--- config.mk ---
export PLATFORM = sky130hd
export DESIGN_NAME = bmp_stream_pixel_decoder_core_flat
export DESIGN_NICKNAME = d
export VERILOG_FILES = /design/src/sv/bmpdec_pkg.sv /design/src/sv/bmpdec_req_if.sv /design/src/sv/bmpdec_rsp_if.sv /design/src/sv/bmp_stream_pixel_decoder_core.sv /design/src/flat_wrapper.sv
export SDC_FILE = /design/constraint.sdc
export NUM_CORES = 2
export LEC_CHECK = 0
export ABC_AREA = 1
export BUFFER_PORTS_ARGS = -buffer_cell sky130_fd_sc_hd__clkbuf_2
export CAP_MARGIN = 20
export CORE_MARGIN = 2
export CORE_UTILIZATION = 45
export CTS_BUF_LIST = sky130_fd_sc_hd__clkbuf_4
export DETAILED_ROUTE_END_ITERATION = 10
export PLACE_DENSITY = 0.68
export SYNTH_ARGS = -nofsm -noshare
export SYNTH_HDL_FRONTEND = slang
export SYNTH_SLANG_ARGS = --single-unit
export TNS_END_PERCENT = 1
--- constraint.sdc ---
create_clock -name clock -period 8.4 [get_ports clock]
set_clock_uncertainty 0.1 [all_clocks]
set_input_delay 0.42 -clock clock [delete_from_list [all_inputs] [get_ports clock]]
set_output_delay 0.42 -clock clock [all_outputs]
set_load 0.05 [all_outputs]
--- src/sv/bmpdec_pkg.sv ---
// ----------------------------------------------------------------------------
// BMP pixel decoder package
// Shared widths, header byte positions, parse phase codes and the word types
// used by the decoder core and its channel interfaces.
// ----------------------------------------------------------------------------
`default_nettype none

package bmpdec_pkg;

   // Field widths
   localparam int unsigned BYTE_W  = 8;
   localparam int unsigned DIM_W   = 13;
   localparam int unsigned INDEX_W = 24;
   localparam int unsigned POS_W   = 32;
   localparam int unsigned HPOS_W  = 5;
   localparam int unsigned BPP_W   = 5;

   // Header byte positions (little-endian fields)
   localparam logic [HPOS_W-1:0] OFFSET_POS = 5'd10;
   localparam logic [HPOS_W-1:0] WIDTH_POS  = 5'd18;
   localparam logic [HPOS_W-1:0] HEIGHT_POS = 5'd22;
   localparam logic [HPOS_W-1:0] BPP_POS    = 5'd28;
   localparam logic [HPOS_W-1:0] HDR_LAST   = 5'd29;

   // An offset at or below this position starts pixel data right after the header
   localparam logic [POS_W-1:0] PIXEL_START = 32'd30;

   // Color constants
   localparam logic [BYTE_W-1:0] BYTE_FULL    = 8'hFF;
   localparam logic [BYTE_W-1:0] BYTE_ZERO    = 8'h00;
   localparam logic [BYTE_W-1:0] ALPHA_OPAQUE = 8'hFF;
   localparam logic [BYTE_W-1:0] ALPHA_CLEAR  = 8'h00;

   // Color component order within a pixel
   localparam logic [1:0] COMP_BLUE  = 2'd0;
   localparam logic [1:0] COMP_GREEN = 2'd1;
   localparam logic [1:0] COMP_RED   = 2'd2;

   typedef enum logic [3:0] {
      PH_IDLE   = 4'b0001,
      PH_HEADER = 4'b0010,
      PH_SKIP   = 4'b0100,
      PH_PIXELS = 4'b1000
   } phase_type;

   typedef struct packed {
      phase_type            phase;
      logic [POS_W-1:0]     byte_pos;
      logic [POS_W-1:0]     data_offset;
      logic [POS_W-1:0]     raw_width;
      logic [POS_W-1:0]     raw_height;
      logic [BPP_W-1:0]     bpp_low;
      logic [DIM_W-1:0]     image_width;
      logic [DIM_W-1:0]     image_height;
      logic [DIM_W-1:0]     column;
      logic [DIM_W-1:0]     row;
      logic [1:0]           comp_phase;
      logic [1:0]           pad_remaining;
      logic [1:0]           pad_size;
      logic [BYTE_W-1:0]    held_blue;
      logic [BYTE_W-1:0]    held_green;
      logic [INDEX_W-1:0]   row_base;
   } parse_state_type;

   localparam parse_state_type STATE_CLEAR = '{phase: PH_IDLE, default: '0};

   typedef struct packed {
      logic [INDEX_W-1:0] pixel_index;
      logic [BYTE_W-1:0]  red;
      logic [BYTE_W-1:0]  green;
      logic [BYTE_W-1:0]  blue;
      logic [BYTE_W-1:0]  alpha;
      logic               last_pixel;
      logic               header_error;
   } pixel_word_type;

endpackage

`default_nettype wire

--- src/sv/bmpdec_req_if.sv ---
// ----------------------------------------------------------------------------
// BMP decoder byte channel
// Valid/ready channel that carries one file byte and its start-of-file flag.
// ----------------------------------------------------------------------------
`default_nettype none

interface bmpdec_req_if;
   logic                             valid;
   logic                             ready;
   logic [bmpdec_pkg::BYTE_W-1:0]    file_byte;
   logic                             first_byte;

   modport source (output valid, output file_byte, output first_byte, input ready);
   modport sink   (input valid, input file_byte, input first_byte, output ready);
endinterface

`default_nettype wire

--- src/sv/bmpdec_rsp_if.sv ---
// ----------------------------------------------------------------------------
// BMP decoder pixel channel
// Valid/ready channel that carries one decoded RGBA pixel or a header error.
// ----------------------------------------------------------------------------
`default_nettype none

interface bmpdec_rsp_if;
   logic                              valid;
   logic                              ready;
   logic [bmpdec_pkg::INDEX_W-1:0]    pixel_index;
   logic [bmpdec_pkg::BYTE_W-1:0]     red;
   logic [bmpdec_pkg::BYTE_W-1:0]     green;
   logic [bmpdec_pkg::BYTE_W-1:0]     blue;
   logic [bmpdec_pkg::BYTE_W-1:0]     alpha;
   logic                              last_pixel;
   logic                              header_error;

   modport source (output valid, output pixel_index, output red, output green,
                   output blue, output alpha, output last_pixel,
                   output header_error, input ready);
   modport sink   (input valid, input pixel_index, input red, input green,
                   input blue, input alpha, input last_pixel,
                   input header_error, output ready);
endinterface

`default_nettype wire

--- src/sv/bmp_stream_pixel_decoder_core.sv ---
// ----------------------------------------------------------------------------
// BMP stream pixel decoder
// Parses a 24-bit BMP byte stream and emits RGBA pixels at flipped indices.
// ----------------------------------------------------------------------------
// Usage:
//   req_bus carries one file byte per word; first_byte marks byte 0 of a file
//   and restarts the parse from any point. rsp_bus carries one pixel word per
//   red byte of pixel data, or a single word with header_error set when the
//   width or height is zero or above MAX_DIM (parsing then stops until the
//   next first_byte). last_pixel flags the final pixel; later bytes are
//   dropped until the next file starts.
//   Throughput: one byte per cycle while req_bus.ready is high. Each byte
//   passes through one layer of logic (byte counter compare, column/row
//   update, index add; the header's (height-1)*width product only on byte
//   29) into the state and the output register; the word is out next cycle.
//   The output register holds a word while rsp_bus.ready is low; req_bus.ready
//   stays high as long as that register is empty or being drained, so input
//   stalls only when a word waits and the receiver is not taking it.
//   Reset (synchronous) empties the output register and leaves the parser
//   idle, ignoring bytes until one arrives with first_byte set.
// ----------------------------------------------------------------------------
`default_nettype none

module bmp_stream_pixel_decoder_core #(
   parameter int unsigned MAX_DIM = 4096
) (
   input  wire logic        clock,
   input  wire logic        reset,
   bmpdec_req_if.sink       req_bus,
   bmpdec_rsp_if.source     rsp_bus
);
   import bmpdec_pkg::*;

   parse_state_type              state_ff;
   parse_state_type              state_in;
   parse_state_type              cur_state;
   pixel_word_type               rsp_word_ff;
   pixel_word_type               word_in;
   logic                         rsp_valid_ff;
   logic                         emit;
   logic                         req_accept;
   logic [BYTE_W-1:0]            in_byte;
   logic [POS_W-1:0]             pos_next;
   logic [HPOS_W-1:0]            hdr_pos;
   logic [HPOS_W-1:0]            offset_lane;
   logic [HPOS_W-1:0]            width_lane;
   logic [HPOS_W-1:0]            height_lane;
   logic                         dim_error;
   logic [BPP_W-1:0]             row_bits;
   logic [1:0]                   row_quot;
   logic [2*DIM_W-1:0]           base_prod;
   logic [DIM_W-1:0]             column_inc;
   logic [DIM_W-1:0]             row_inc;
   logic                         is_last;
   logic                         is_magenta;

   assign req_accept    = req_bus.valid && req_bus.ready;
   assign req_bus.ready = !rsp_valid_ff || rsp_bus.ready;
   assign in_byte       = req_bus.file_byte;

   // Restart the parse on a first byte
   always_comb begin
      cur_state = state_ff;
      if (req_bus.first_byte) begin
         cur_state       = STATE_CLEAR;
         cur_state.phase = PH_HEADER;
      end
   end

   // Header field lanes and image geometry
   assign pos_next    = cur_state.byte_pos + POS_W'(1);
   assign hdr_pos     = cur_state.byte_pos[HPOS_W-1:0];
   assign offset_lane = hdr_pos - OFFSET_POS;
   assign width_lane  = hdr_pos - WIDTH_POS;
   assign height_lane = hdr_pos - HEIGHT_POS;
   assign dim_error   = (cur_state.raw_width == '0) ||
                        (cur_state.raw_width > POS_W'(MAX_DIM)) ||
                        (cur_state.raw_height == '0) ||
                        (cur_state.raw_height > POS_W'(MAX_DIM));
   // Row bits mod 32 depend on the low five bits of width and depth only
   assign row_bits    = BPP_W'(cur_state.raw_width[BPP_W-1:0] * cur_state.bpp_low);
   assign row_quot    = row_bits[BPP_W-1:BPP_W-2];
   assign base_prod   = (cur_state.raw_height[DIM_W-1:0] - DIM_W'(1)) *
                        cur_state.raw_width[DIM_W-1:0];

   // Pixel position
   assign column_inc  = cur_state.column + DIM_W'(1);
   assign row_inc     = cur_state.row + DIM_W'(1);
   assign is_last     = (row_inc == cur_state.image_height) &&
                        (column_inc == cur_state.image_width);
   assign is_magenta  = (in_byte == BYTE_FULL) && (cur_state.held_green == BYTE_ZERO) &&
                        (cur_state.held_blue == BYTE_FULL);

   // Advance the parser by one byte
   always_comb begin
      state_in = cur_state;
      emit     = 1'b0;
      word_in  = '0;
      unique case (cur_state.phase)
         PH_IDLE: begin
         end
         PH_HEADER: begin
            state_in.byte_pos = pos_next;
            if (hdr_pos >= OFFSET_POS && hdr_pos < OFFSET_POS + HPOS_W'(4)) begin
               state_in.data_offset[{offset_lane[1:0], 3'b000} +: BYTE_W] = in_byte;
            end
            if (hdr_pos >= WIDTH_POS && hdr_pos < WIDTH_POS + HPOS_W'(4)) begin
               state_in.raw_width[{width_lane[1:0], 3'b000} +: BYTE_W] = in_byte;
            end
            if (hdr_pos >= HEIGHT_POS && hdr_pos < HEIGHT_POS + HPOS_W'(4)) begin
               state_in.raw_height[{height_lane[1:0], 3'b000} +: BYTE_W] = in_byte;
            end
            if (hdr_pos == BPP_POS) begin
               state_in.bpp_low = in_byte[BPP_W-1:0];
            end
            if (hdr_pos == HDR_LAST) begin
               if (dim_error) begin
                  emit                 = 1'b1;
                  word_in.header_error = 1'b1;
                  state_in.phase       = PH_IDLE;
               end else begin
                  state_in.image_width   = cur_state.raw_width[DIM_W-1:0];
                  state_in.image_height  = cur_state.raw_height[DIM_W-1:0];
                  state_in.pad_size      = 2'(-row_quot);
                  state_in.row_base      = base_prod[INDEX_W-1:0];
                  state_in.column        = '0;
                  state_in.row           = '0;
                  state_in.comp_phase    = COMP_BLUE;
                  state_in.pad_remaining = '0;
                  state_in.phase = (cur_state.data_offset <= PIXEL_START) ? PH_PIXELS : PH_SKIP;
               end
            end
         end
         PH_SKIP: begin
            state_in.byte_pos = pos_next;
            if (pos_next == cur_state.data_offset) begin
               state_in.phase = PH_PIXELS;
            end
         end
         PH_PIXELS: begin
            state_in.byte_pos = pos_next;
            if (cur_state.pad_remaining != '0) begin
               // drop row padding
               state_in.pad_remaining = cur_state.pad_remaining - 2'd1;
            end else if (cur_state.comp_phase == COMP_BLUE) begin
               state_in.held_blue  = in_byte;
               state_in.comp_phase = COMP_GREEN;
            end else if (cur_state.comp_phase == COMP_GREEN) begin
               state_in.held_green = in_byte;
               state_in.comp_phase = COMP_RED;
            end else begin
               emit                = 1'b1;
               state_in.comp_phase = COMP_BLUE;
               word_in.pixel_index = cur_state.row_base + INDEX_W'(cur_state.column);
               word_in.red         = in_byte;
               word_in.green       = cur_state.held_green;
               word_in.blue        = cur_state.held_blue;
               word_in.alpha       = is_magenta ? ALPHA_CLEAR : ALPHA_OPAQUE;
               word_in.last_pixel  = is_last;
               state_in.column     = column_inc;
               if (column_inc >= cur_state.image_width) begin
                  state_in.column        = '0;
                  state_in.row           = row_inc;
                  state_in.row_base      = cur_state.row_base -
                                           INDEX_W'(cur_state.image_width);
                  state_in.pad_remaining = cur_state.pad_size;
               end
               if (is_last) begin
                  state_in.phase = PH_IDLE;
               end
            end
         end
         default: begin
            state_in.phase = PH_IDLE;
         end
      endcase
   end

   // Hold parser state; update on each accepted word
   always_ff @(posedge clock) begin
      if (reset) begin
         state_ff <= STATE_CLEAR;
      end else if (req_accept) begin
         state_ff <= state_in;
      end
   end

   // Output register: load on a result, drain when taken
   always_ff @(posedge clock) begin
      if (reset) begin
         rsp_valid_ff <= 1'b0;
      end else if (req_accept && emit) begin
         rsp_valid_ff <= 1'b1;
      end else if (rsp_bus.ready) begin
         rsp_valid_ff <= 1'b0;
      end
   end

   always_ff @(posedge clock) begin
      if (req_accept && emit) begin
         rsp_word_ff <= word_in;
      end
   end

   assign rsp_bus.valid        = rsp_valid_ff;
   assign rsp_bus.pixel_index  = rsp_word_ff.pixel_index;
   assign rsp_bus.red          = rsp_word_ff.red;
   assign rsp_bus.green        = rsp_word_ff.green;
   assign rsp_bus.blue         = rsp_word_ff.blue;
   assign rsp_bus.alpha        = rsp_word_ff.alpha;
   assign rsp_bus.last_pixel   = rsp_word_ff.last_pixel;
   assign rsp_bus.header_error = rsp_word_ff.header_error;

endmodule

`default_nettype wire

--- src/flat_wrapper.sv ---
// flat-port wrapper written by rule: the top's interface ports become plain ports
module bmp_stream_pixel_decoder_core_flat import bmpdec_pkg::*;
#(
   parameter int unsigned MAX_DIM = 4096
)
  (clock, reset, req_bus_valid, req_bus_file_byte, req_bus_first_byte, req_bus_ready, rsp_bus_valid, rsp_bus_pixel_index, rsp_bus_red, rsp_bus_green, rsp_bus_blue, rsp_bus_alpha, rsp_bus_last_pixel, rsp_bus_header_error, rsp_bus_ready);
  bmpdec_req_if req_bus_i ();
  bmpdec_rsp_if rsp_bus_i ();
  input  wire logic clock;
  input  wire logic reset;
  input wire logic [$bits(req_bus_i.valid)-1:0] req_bus_valid;
  input wire logic [$bits(req_bus_i.file_byte)-1:0] req_bus_file_byte;
  input wire logic [$bits(req_bus_i.first_byte)-1:0] req_bus_first_byte;
  output wire logic [$bits(req_bus_i.ready)-1:0] req_bus_ready;
  output wire logic [$bits(rsp_bus_i.valid)-1:0] rsp_bus_valid;
  output wire logic [$bits(rsp_bus_i.pixel_index)-1:0] rsp_bus_pixel_index;
  output wire logic [$bits(rsp_bus_i.red)-1:0] rsp_bus_red;
  output wire logic [$bits(rsp_bus_i.green)-1:0] rsp_bus_green;
  output wire logic [$bits(rsp_bus_i.blue)-1:0] rsp_bus_blue;
  output wire logic [$bits(rsp_bus_i.alpha)-1:0] rsp_bus_alpha;
  output wire logic [$bits(rsp_bus_i.last_pixel)-1:0] rsp_bus_last_pixel;
  output wire logic [$bits(rsp_bus_i.header_error)-1:0] rsp_bus_header_error;
  input wire logic [$bits(rsp_bus_i.ready)-1:0] rsp_bus_ready;
  assign req_bus_i.valid = req_bus_valid;
  assign req_bus_i.file_byte = req_bus_file_byte;
  assign req_bus_i.first_byte = req_bus_first_byte;
  assign req_bus_ready = req_bus_i.ready;
  assign rsp_bus_valid = rsp_bus_i.valid;
  assign rsp_bus_pixel_index = rsp_bus_i.pixel_index;
  assign rsp_bus_red = rsp_bus_i.red;
  assign rsp_bus_green = rsp_bus_i.green;
  assign rsp_bus_blue = rsp_bus_i.blue;
  assign rsp_bus_alpha = rsp_bus_i.alpha;
  assign rsp_bus_last_pixel = rsp_bus_i.last_pixel;
  assign rsp_bus_header_error = rsp_bus_i.header_error;
  assign rsp_bus_i.ready = rsp_bus_ready;
  bmp_stream_pixel_decoder_core #(.MAX_DIM(MAX_DIM)) u_core (.clock(clock), .reset(reset), .req_bus(req_bus_i), .rsp_bus(rsp_bus_i));
endmodule
# Yosys cells after proc, flatten, opt, wreduce, memory -nomap -nowiden
# Cells that the tools add are included.
[op_classes]
magnitude_cmp = 10
n_eq_ne = 12
n_bitwise = 1
n_shift = 6
add_sub_neg = 14
n_div = 0
n_mul = 2
n_reduce_logical = 21
muxes = 52
[op_table]
columns = ["operator", "count"]
rows = [
  ["$mux 235", 1],
  ["$mux 32", 5],
  ["$mux 127", 1],
  ["$mux 58", 2],
  ["$bwmux 32", 3],
  ["$mux 24", 4],
  ["$shift 8x7->32 const A", 3],
  ["$shiftx 8x7->32", 3],
  ["$mux 26", 3],
  ["$gt 32x13->1 const B", 2],
  ["$logic_not 32->1", 2],
  ["$pmux 30 s2", 1],
  ["$pmux 24 s2", 1],
  ["$mux 40", 1],
  ["$add 32x1->32 const B", 1],
  ["$eq 32x32->1", 1],
  ["$le 32x5->1 const B", 1],
  ["$mux 4", 8],
  ["$mux 28", 1],
  ["$add 13x1->13 const B", 2],
  ["$eq 13x13->1", 2],
  ["$mul 26x13->24", 1],
  ["$add 24x13->24", 1],
  ["$mux 8", 3],
  ["34 further kinds", 65],
]
[word_totals]
mem_bits_ro = 0
latchBits = 0
inputBits = 13
ramBits = 0
wordCells = 142
n_memories = 0
output_inout_bits = 60
reg_bits = 294

# Logic depth before layout (Yosys ltp)
[depth]
word_depth = 10
mapped_depth = 37
ltp_nobuf = 34

# Least setup slack after synthesis
# OpenSTA, ideal clock, no wires.
[synth_timing]
path_kind = "input-to-reg"
from = "input port req_bus_first_byte"
to = "register u_core.state_ff[23] (netlist name)"
arrival_time_ns = 6.252
slack_ns = 1.978
setup_ns = 0.070
required_ns = 8.230
cell_stages = 33
path_cell_list = "buf_6 -> inv_4 -> buf_8 -> buf_8 -> nand2_2 -> nand2_1 -> nor2_1 -> nand3_1 -> nor2_1 -> nand2_1 -> inv_1 -> nand2_1 -> nor2_1 -> fa_1 -> inv_1 -> fa_1 -> inv_1 -> fa_1 -> fa_1 -> inv_1 -> fa_1 -> inv_1 -> ha_1 -> nand2_1 -> nor4_1 -> nand4_1 -> nand3_1 -> nand2_1 -> a21oi_1 -> nor2_1 -> nand3_1 -> nand3_1 -> a21oi_1"
[synth_between]
elab_chain_len = 8
[synth_lines]
columns = ["element", "line", "text"]
rows = [
  ["from (decl)", "flat_wrapper.sv:13", "input wire logic [$bits(req_bus_i.first_byte)-1:0] req_bus_first_byte;"],
  ["$mux 235 (*)", "bmp_stream_pixel_decoder_core.sv:64", "if (req_bus.first_byte) begin"],
  ["branches (longest 6 deep; another with $mul 26x13->24)", "--", ""],
  ["$pmux 24 s2 (*)", "bmp_stream_pixel_decoder_core.sv:99", "unique case (cur_state.phase)"],
  ["to (signal assigned)", "bmp_stream_pixel_decoder_core.sv:184", "state_ff <= state_in;"],
  ["to (decl)", "bmp_stream_pixel_decoder_core.sv:34", "parse_state_type state_ff;"],
]
# Mark *: on every way between the ends.
# A chain may end at the register's enable or synchronous reset.

# Worst setup path after layout
[layout_timing]
from = "register u_core.state_ff[103] (netlist name)"
to = "register u_core.state_ff[22] (netlist name)"
[layout_between]
elab_chain_len = 7
[layout_lines]
columns = ["element", "line", "text"]
rows = [
  ["$mux 235 (*)", "bmp_stream_pixel_decoder_core.sv:64", ""],
  ["branches (longest 3 deep; another with $mul 26x13->24)", "--", ""],
  ["$mux 24 (*)", "bmp_stream_pixel_decoder_core.sv:117", "if (dim_error) begin"],
  ["$mux 24 (*)", "bmp_stream_pixel_decoder_core.sv:116", "if (hdr_pos == HDR_LAST) begin"],
  ["$pmux 24 s2 (*)", "bmp_stream_pixel_decoder_core.sv:99", ""],
]
# Marked as above.

==> metrics <==
core area=56,500 µm²; antenna-violating nets left=0; GR Util All Layers=0.271; met3 Use GR=0.0411; net count after synthesis=4,120; cell with the most instances after synthesis=nand2_1; CP required=around 9 ns; Top Ports=73; share of layout cells above drive strength 1=0.0721; area leader, netlist=dfxtp_1; Mapped Area=roughly 26,000 µm²; f_max=134 MHz; yosys warns=0; met1 usage=0.392; number of placement rows=slightly below 90; Final Setup Violations=0; Most Crowded Layer GR=met2; Most common cell on crit path=inv_1; hold_buf cts=10; CTS max path bufs=3; Initial DRC Count=about 2.8k; Critical Path End=u_core.state_ff[22]$_SDFFE_PP0P_; initial core utilization=0.456; Clock transition at path regs=0.07 ns; post-CTS setup buffers=0; Final GP Congestion=0.949; GRT overflow=0; slew margin rel.=0.267; largest family of logic cells by synthesized area=simple AND/OR/NAND/NOR gates; CTS Sinks=287; IO buf count=around 70; Commonest cells post-synth=nand2_1, inv_1, nor2_1; routed wire length=around 80 mm; worst r2r dst=u_core.state_ff[22]$_SDFFE_PP0P_; final setup margin=0.946 ns; post-synthesis mux area share=0; pin count of the biggest net entering global routing=107; Residual DRC=0; Avg Inst Size Synth=6.69 µm²; Synth Area in Compound Gates=0.179; critical path launch point=u_core.state_ff[103]$_SDFFE_PP0P_; met2 usage=0.415; startpoint types=flop; Data arrival, critical path=around 8 ns; vias per inst=5.45; CTS H-Tree Depth=3; Post-Synth Adder-Cell Area=0.171; Root Driver=clkbuf_4; CTS tree=built; DP HPWL=approximately 60 mm; Slew @ Worst Pin=between 1 and 1.5 ns; Synth cell types=60; Syn-to-layout area delta=7.30%; # Max-Cap Violations=0; Hold WS=between 0.2 and 0.25 ns; R2R Setup Slk=0.95 ns; min Tclk post-route=7.45 ns; 1st-pass router iterations=6; FILL cells=between 5k and 6k; dominant cells by area after synthesis=dfxtp_1, fa_1, nand2_1, inv_1, nor2_1; DP Worst Slack=0.955 ns; VDD IR max=approximately 77 µV; Die Wd=between 200 and 250 µm; Seq/Total Area, Yosys=0.243; global-route wire length before repair=between 100 and 150 mm; r2r startpoint=u_core.state_ff[103]$_SDFFE_PP0P_; Pleak=approximately 13 nW; slowest cell on the critical path=fa_1; critical path class=flop to flop; total die area=around 59,000 µm²; number of CTS-inserted buffers=slightly below 80; Via Count=25.5k; pwr/cell area=~140 nW/µm²; initial antenna violation count=1; unrepaired setup endpoints after global routing=no; Yosys reg bits=roughly 290; Cells after Synth=slightly below 4k; Synth Area in Simple Gates=0.255; Die Y=~240 µm; number of synthesized flops with an enable pin=51; vias in the first global route=around 23k; Reg2Reg Depth=29; Most used DFF post-synth=dfxtp_1; CP endpoint kind=flop; final number of hold-violating endpoints=0; CP max stage delay=about 0.56 ns; Crit Path Max Fanout=11; Final period util=0.887; Slew Limit Fails=0; fraction of registers with async set or reset after synthesis=0; Post-CTS Resized=0; post-synth top area share=0.183; fin nets=4,139; Hold/Removal Path Class=input port to flop; Avg WL per Cell=between 15 and 20 µm; Worst-Skew Late Latency=0.84 ns; post-synthesis xor/xnor area fraction=0.0221; outcome=complete, no violations; Sum Neg Setup Slack=0 ns
-- per-stage QoR --
step | util | area (µm²) | instances | power, mW
floorplan | - | 25800 | 3851 | 2.19
global placement | 0.469 | 26500 | 4534 | 2.44
detailed placement | 0.469 | 26500 | 4534 | 2.45
CTS | 0.489 | 27600 | 4680 | 3.80
global route | 0.489 | 27700 | 4682 | 4.01
finish | 0.489 | 27700 | 4682 | 3.79
-- registers in the layout, summed over array words and instances (netlist names) --
| signal | count |
|---|---|
| u_core.rsp_bus.last_pixel | 1 |
| u_core.rsp_bus.valid | 1 |
| u_core.state_ff | 235 |
| u_core.rsp_bus.green | 8 |
| u_core.rsp_bus.pixel_index | 24 |
| u_core.rsp_bus.blue | 8 |
| u_core.rsp_bus.alpha | 1 |
| u_core.rsp_bus.header_error | 1 |
| u_core.rsp_bus.red | 8 |
-- per-layer routing --
layer	wire length, µm	part of all wire
met2	35800	0.44
met1	36700	0.45
met3	6660	0.082
met4	1960	0.024
met5	0	0
-- cells in the final DEF, fill, tap and decap left out, drive strengths merged, types with 2 or more instances in the layout --
cell type      n
edfxtp        51
nor2         464
o211ai        75
o31ai         10
buf           25
o21a          11
o22ai          9
or2           11
a21o           5
dlygate4sd3   10
a21boi         3
bufinv         3
nor4          20
nand4         48
xor2          36
fa           159
nand3        197
a211oi        34
o21bai         4
a311oi         2
inv          687
a31oi         29
nand3b        11
dfxtp        236
clkinv        22
ha            97
xnor2         24
a22oi          2
nor3b          2
a21oi        333
o2111ai        3
clkbuf       182
nor3          43
nand2        763
a211o          3
xnor3          2
o21ai        302
-- power by group --
group	switching, mW	internal (mW)	leakage [nW]
Combinational	0.670	0.298	9.77
Clock	0.642	0.703	0.601
Sequential	0.0315	1.44	2.31
-- critical path, delay by kind of cell (launching register included) --
kind                     cells  cell delay, ns
flip-flops                   1            0.45
adder cells (fa/ha/maj)      7            3.22
XOR/XNOR                     1            0.17
AND/OR/NAND/NOR             11            1.94
buffers and inverters        7            1.03
AO/OA/AOI/OAI                3            0.41
-- cell families after synthesis --
kind of cell / after synthesis
adders and majority gates: 256
buffers and inverters: 855
AOI/OAI and AO/OA: 830
xor gates and xnor gates: 62
and+or+nand+nor: 1561
DFF: 287
-- worst min path at each step --
| stage | cells past startpoint | from | endpoint |
|---|---|---|---|
| finish | 4 | req_bus_first_byte | u_core.state_ff[106]$_SDFFE_PP0P_ |
| global route | 4 | req_bus_first_byte | u_core.state_ff[106]$_SDFFE_PP0P_ |
| CTS | 4 | req_bus_first_byte | u_core.state_ff[106]$_SDFFE_PP0P_ |
| detailed placement | 2 | u_core.state_ff[189]$_SDFFE_PP0P_ | u_core.state_ff[189]$_SDFFE_PP0P_ |
| global placement | 2 | u_core.state_ff[3]$_SDFFE_PP0P_ | u_core.state_ff[3]$_SDFFE_PP0P_ |
| floorplan | 2 | u_core.state_ff[108]$_SDFFE_PP0P_ | u_core.state_ff[108]$_SDFFE_PP0P_ |
-- area by class of cell --
class / instances / area [µm²] / area share
multi-input combinational: 2709 / 16200 / 0.586
sequential: 287 / 6260 / 0.226
inverter: 688 / 2590 / 0.0937
tap: 756 / 946 / 0.0342
clock buffer: 112 / 841 / 0.0304
timing repair buffer: 105 / 638 / 0.0231
clock inverter: 24 / 175 / 0.00634
antenna: 1 / 2.50 / 0.0000905
(Power assumes the default switching activity.)
